File: config.mk
export PLATFORM = sky130hd
export DESIGN_NAME = sops_ram
export DESIGN_NICKNAME = d
export VERILOG_FILES = /design/src/sv/sops_ram.sv
export SDC_FILE = /design/constraint.sdc
export NUM_CORES = 2
export LEC_CHECK = 0
export ABC_AREA = 1
export BUFFER_PORTS_ARGS = -buffer_cell sky130_fd_sc_hd__buf_2
export CAP_MARGIN = 10
export CORE_UTILIZATION = 30
export CTS_BUF_LIST = sky130_fd_sc_hd__clkbuf_4 sky130_fd_sc_hd__clkbuf_8
export DETAILED_ROUTE_END_ITERATION = 12
export PLACE_DENSITY = 0.47
export SLEW_MARGIN = 20
export SYNTH_ARGS = -nofsm -noshare
export SYNTH_HDL_FRONTEND = slang
export SYNTH_SLANG_ARGS = --single-unit
File: constraint.sdc
create_clock -name clk_i -period 4.9 [get_ports clk_i]
set_input_delay 0.735 -clock clk_i [delete_from_list [all_inputs] [get_ports clk_i]]
set_output_delay 0.735 -clock clk_i [all_outputs]
set_load 0.01 [all_outputs]
File: src/sv/sops_ram.sv
`timescale 1ns / 1ps

module sops_ram #(
  parameter int Width = 8,
  parameter int Depth = 256,
  localparam int AddrW = $clog2(Depth)
) (
  input  logic             clk_i,
  input  logic             we_i,
  input  logic [AddrW-1:0] waddr_i,
  input  logic [Width-1:0] wdata_i,
  input  logic [AddrW-1:0] raddr_i,
  output logic [Width-1:0] rdata_o
);

  logic [Width-1:0] mem_q [Depth];
  logic [Width-1:0] rdata_q;

  // One write port and one registered read port.
  always_ff @(posedge clk_i) begin
    if (we_i) begin
      mem_q[waddr_i] <= wdata_i;
    end
    rdata_q <= mem_q[raddr_i];
  end

  assign rdata_o = rdata_q;

endmodule

Word-level counts from Yosys, hierarchy flattened --
Memory sizes are Yosys's and may differ from the RTL's. A register that Yosys moved wholly into a read port is not among the register bits. Index checks and enable logic that the tools add are counted.
Cells by class: add/subtract/negate cells 0, multipliers 0, divide/modulo/power cells 0, $lt $le $gt $ge 0, equality and inequality tests 0, shift-type cells 0, multiplexer cells 2, bitwise operators 0, reduce and logical (&&, ||, !) cells 0
Operator list (number):
- $mux 1 | 2
Word-level totals: register bits 0, latch bits 0, memory bits (writable) 2048, bits in read-only memories 0, bits of input ports 26, output and inout bits 8, logic and storage cells 3, memories kept 1
Memory list:
- mem_q | words 256, bits a word 8, rd ports 1, clocked after memory_dff 1, wr ports 1, RTL line 16 | logic [Width-1:0] mem_q [Depth];

Longest topological paths before layout --
depth in word-level cells 2, mapped depth 15, mapped depth without buffers 11

Least setup slack after synthesis --
Ideal clock, no wire load.
path type input to register, start input we_i, end memory mem_q[162][0], enable pin, setup time 0.370 ns, data arrival time 1.856 ns, data required time 4.530 ns, setup slack 2.674 ns, stages 4, path buffers 2, cells stage by stage clkbuf_1 nand3_1 clkbuf_1 nor2_1
On the way: word-level cells in the longest chain between the ends 2
RTL lines:
- start: declaration | RTL line 9 | input logic we_i,
- $mux 1 | RTL line 21 | if (we_i) begin
- $mux 1 (not written as such) | RTL line 22 | mem_q[waddr_i] <= wdata_i;
- end: declaration | RTL line 16
Every way passes these cells.

==> impl_metrics.json <==
{
  "outcome": "complete, no violations",
  "cp_data_required_time_ns": 5.91,
  "cts_tree": "built",
  "worst_path_largest_cell_delay_ns": 0.52,
  "worst-setup-path-type": "in2reg",
  "area_growth_pct": 12.99,
  "vias": 54530,
  "worstReg2RegStart": "mem_q[111][4]",
  "drtAntennaViolNets": 0,
  "grt_pass1_vias": 53370,
  "r2r_end": "rdata_o[4]",
  "dp.final_hpwl_mm": 148.3,
  "cts_max_level": 5,
  "yosys_register_bits": 2056,
  "fmax_mhz": 346.9,
  "finalNonFillerCells": 11006,
  "clockBufferDepth": 4,
  "crit_top_cell": "nand3_1",
  "cts-resized-gates": 0,
  "hold_path_depth": 1,
  "rsz0062_at_grt": "no",
  "grt_pass1_wl_mm": 378.0,
  "end_kind": "register",
  "min-delay-path-class": "in2reg",
  "worstHoldStart": "wdata_i[4]",
  "overflow": 0,
  "period_share_pct": 58.83,
  "start_kind": "primary input",
  "placed_cells": 10403,
  "cts_hold_buf": 0,
  "worst_pin_slew_ns": 1.213,
  "skew_ns": 0.08335,
  "drt-initial-drc-count": 4964,
  "synth_seq_area_share_pct": 73.94,
  "cts_buffers": 352,
  "insertion_delay_ns": 1.07,
  "slew_headroom_pct": 19.12,
  "syn_nets": 7029,
  "mostFrequentLayoutCells": "nand2_1, edfxtp_1, nand3_1, clkbuf_8, nor2_1",
  "die_w_um": 529.2,
  "final_common_cell": "nand2_1",
  "layout-drive-gt1-share_pct": 9.816,
  "maxCapViolCount": 0,
  "place.gp.congestion": 0.8210,
  "synthesis.area_um2": 83400,
  "io_pins": 34,
  "routed_wirelength_mm": 260.7,
  "path_delay_family": "simple AND/OR/NAND/NOR gates",
  "path_cells": "buf_8 -> inv_16 -> buf_4 -> buf_4 -> nand2_1 -> nand3_1 -> nand3_1 -> nand3_1 -> nand3_1 -> nand3_1 -> nand3_1 -> nand2_1 -> nand2_1 -> nand2_1",
  "viasPerCell": 4.955,
  "root_buffer": "clkbuf_8",
  "initial_core_util_pct": 30.16,
  "slowest_stage": "inv_16",
  "cp_num_buf_inv": 4,
  "cts_setup_buffers": 0,
  "ys_types": 14,
  "core_um2": 276500,
  "worstHoldEndpoint": "mem_q[109][4]",
  "fin_nets": 7078,
  "critPathMaxFanout": 130,
  "clkTransAtPathRegs_ns": 0.06,
  "period_needed_ns": 2.883,
  "r2r_slack_ns": 2.68,
  "cts.sinks": 2056,
  "die_y_um": 529.2,
  "antenna_found_initial": 7,
  "drt-pass1-iter-count": 6,
  "finalSetupTns_ns": 0,
  "p_leak_nw": 32.15,
  "syn_avg_cell_area_um2": 11.91,
  "r2r_cells": 10,
  "drcViolationCount": 0,
  "fill_cells": 27438,
  "hold_viol": 0,
  "setup_viol": 0,
  "arrival_ns": 3.89,
  "groute.usage.overall_pct": 18.36,
  "ir_worst_vdd_uv": 164.9,
  "rows": 193,
  "wire_per_inst_um": 23.69,
  "grt_max_degree": 138,
  "ys_warn_count": 0,
  "die-area_um2": 280100,
  "port_buffers": 33,
  "p_per_area_nw_per_um2": 389.4,
  "report.final.slew_viol_count": 0,
  "synth_cells": 7003
}
layer usage:
metal	GRT usage [%]	up-vias	routed length (um)
li1	-	24986	-
met1	24.78	27399	114300
met2	29.76	1747	122900
met3	3.080	398	15280
met4	6.277	0	8220
met5	0	-	0
kinds of logic after synthesis:
kind of cell	after synthesis	share of synthesized area (%)
buffers and inverters	522	3.119
and+or+nand+nor	4425	22.95
DFF	2056	73.94
Yosys cell counts, drive strengths merged:
| master | number | area (um2) |
|---|---|---|
| buf | 371 | 2032 |
| clkbuf | 112 | 420.4 |
| dfxtp | 8 | 160.2 |
| edfxtp | 2048 | 61500 |
| inv | 39 | 148.9 |
| nand2 | 2123 | 7969 |
| nand3 | 2019 | 10100 |
| nor2 | 283 | 1062 |
flip-flops by register name (all words and copies together) (netlist names):
register,cells
mem_q,2048
rdata_o,8
report_power, final:
group          internal (mW)  switching [mW]
Combinational          0.542            1.81
Clock                   8.08            6.84
Sequential              19.4          0.0289
per-stage QoR:
stage          cell area [um2]  setup WS, ns  power [mW]  util, %  hold slack (ns)
2_1_floorplan            83400         2.674       20.97        -           0.8339
3_3_place_gp             87640         1.008       22.15    31.70           0.9997
3_5_place_dp             87640         1.042       22.15    31.70           0.9683
4_1_cts                  94210         2.028       37.03    34.07          0.01042
5_1_grt                  94220         2.047       37.91    34.08          0.04652
6_report                 94230         2.017       36.69    34.08          0.09032
worst max-delay path by stage:
stage                          endpoint  cells past startpoint        from  slack (ns)
after global routing         rdata_o[2]                     14  raddr_i[0]        2.05
after global placement       rdata_o[2]                     14  raddr_i[0]        1.01
after floorplan           mem_q[162][0]                      4        we_i        2.67
after detailed placement     rdata_o[2]                     14  raddr_i[0]        1.04
after CTS                    rdata_o[3]                      1  rdata_o[3]        2.03
final                        rdata_o[2]                     14  raddr_i[0]        2.02
layout make-up:
class,count,area [um2],area share (%)
diodes,7,17.52,0.01859
multi-input cells,4425,19170,20.35
inverters,39,180.2,0.1912
clock buffers,485,5943,6.307
flip-flops and latches,2056,61660,65.44
clock inverters,111,621.8,0.6599
well taps,3705,4636,4.920
repair buffers,178,1998,2.121
(Power assumes the default switching activity.)
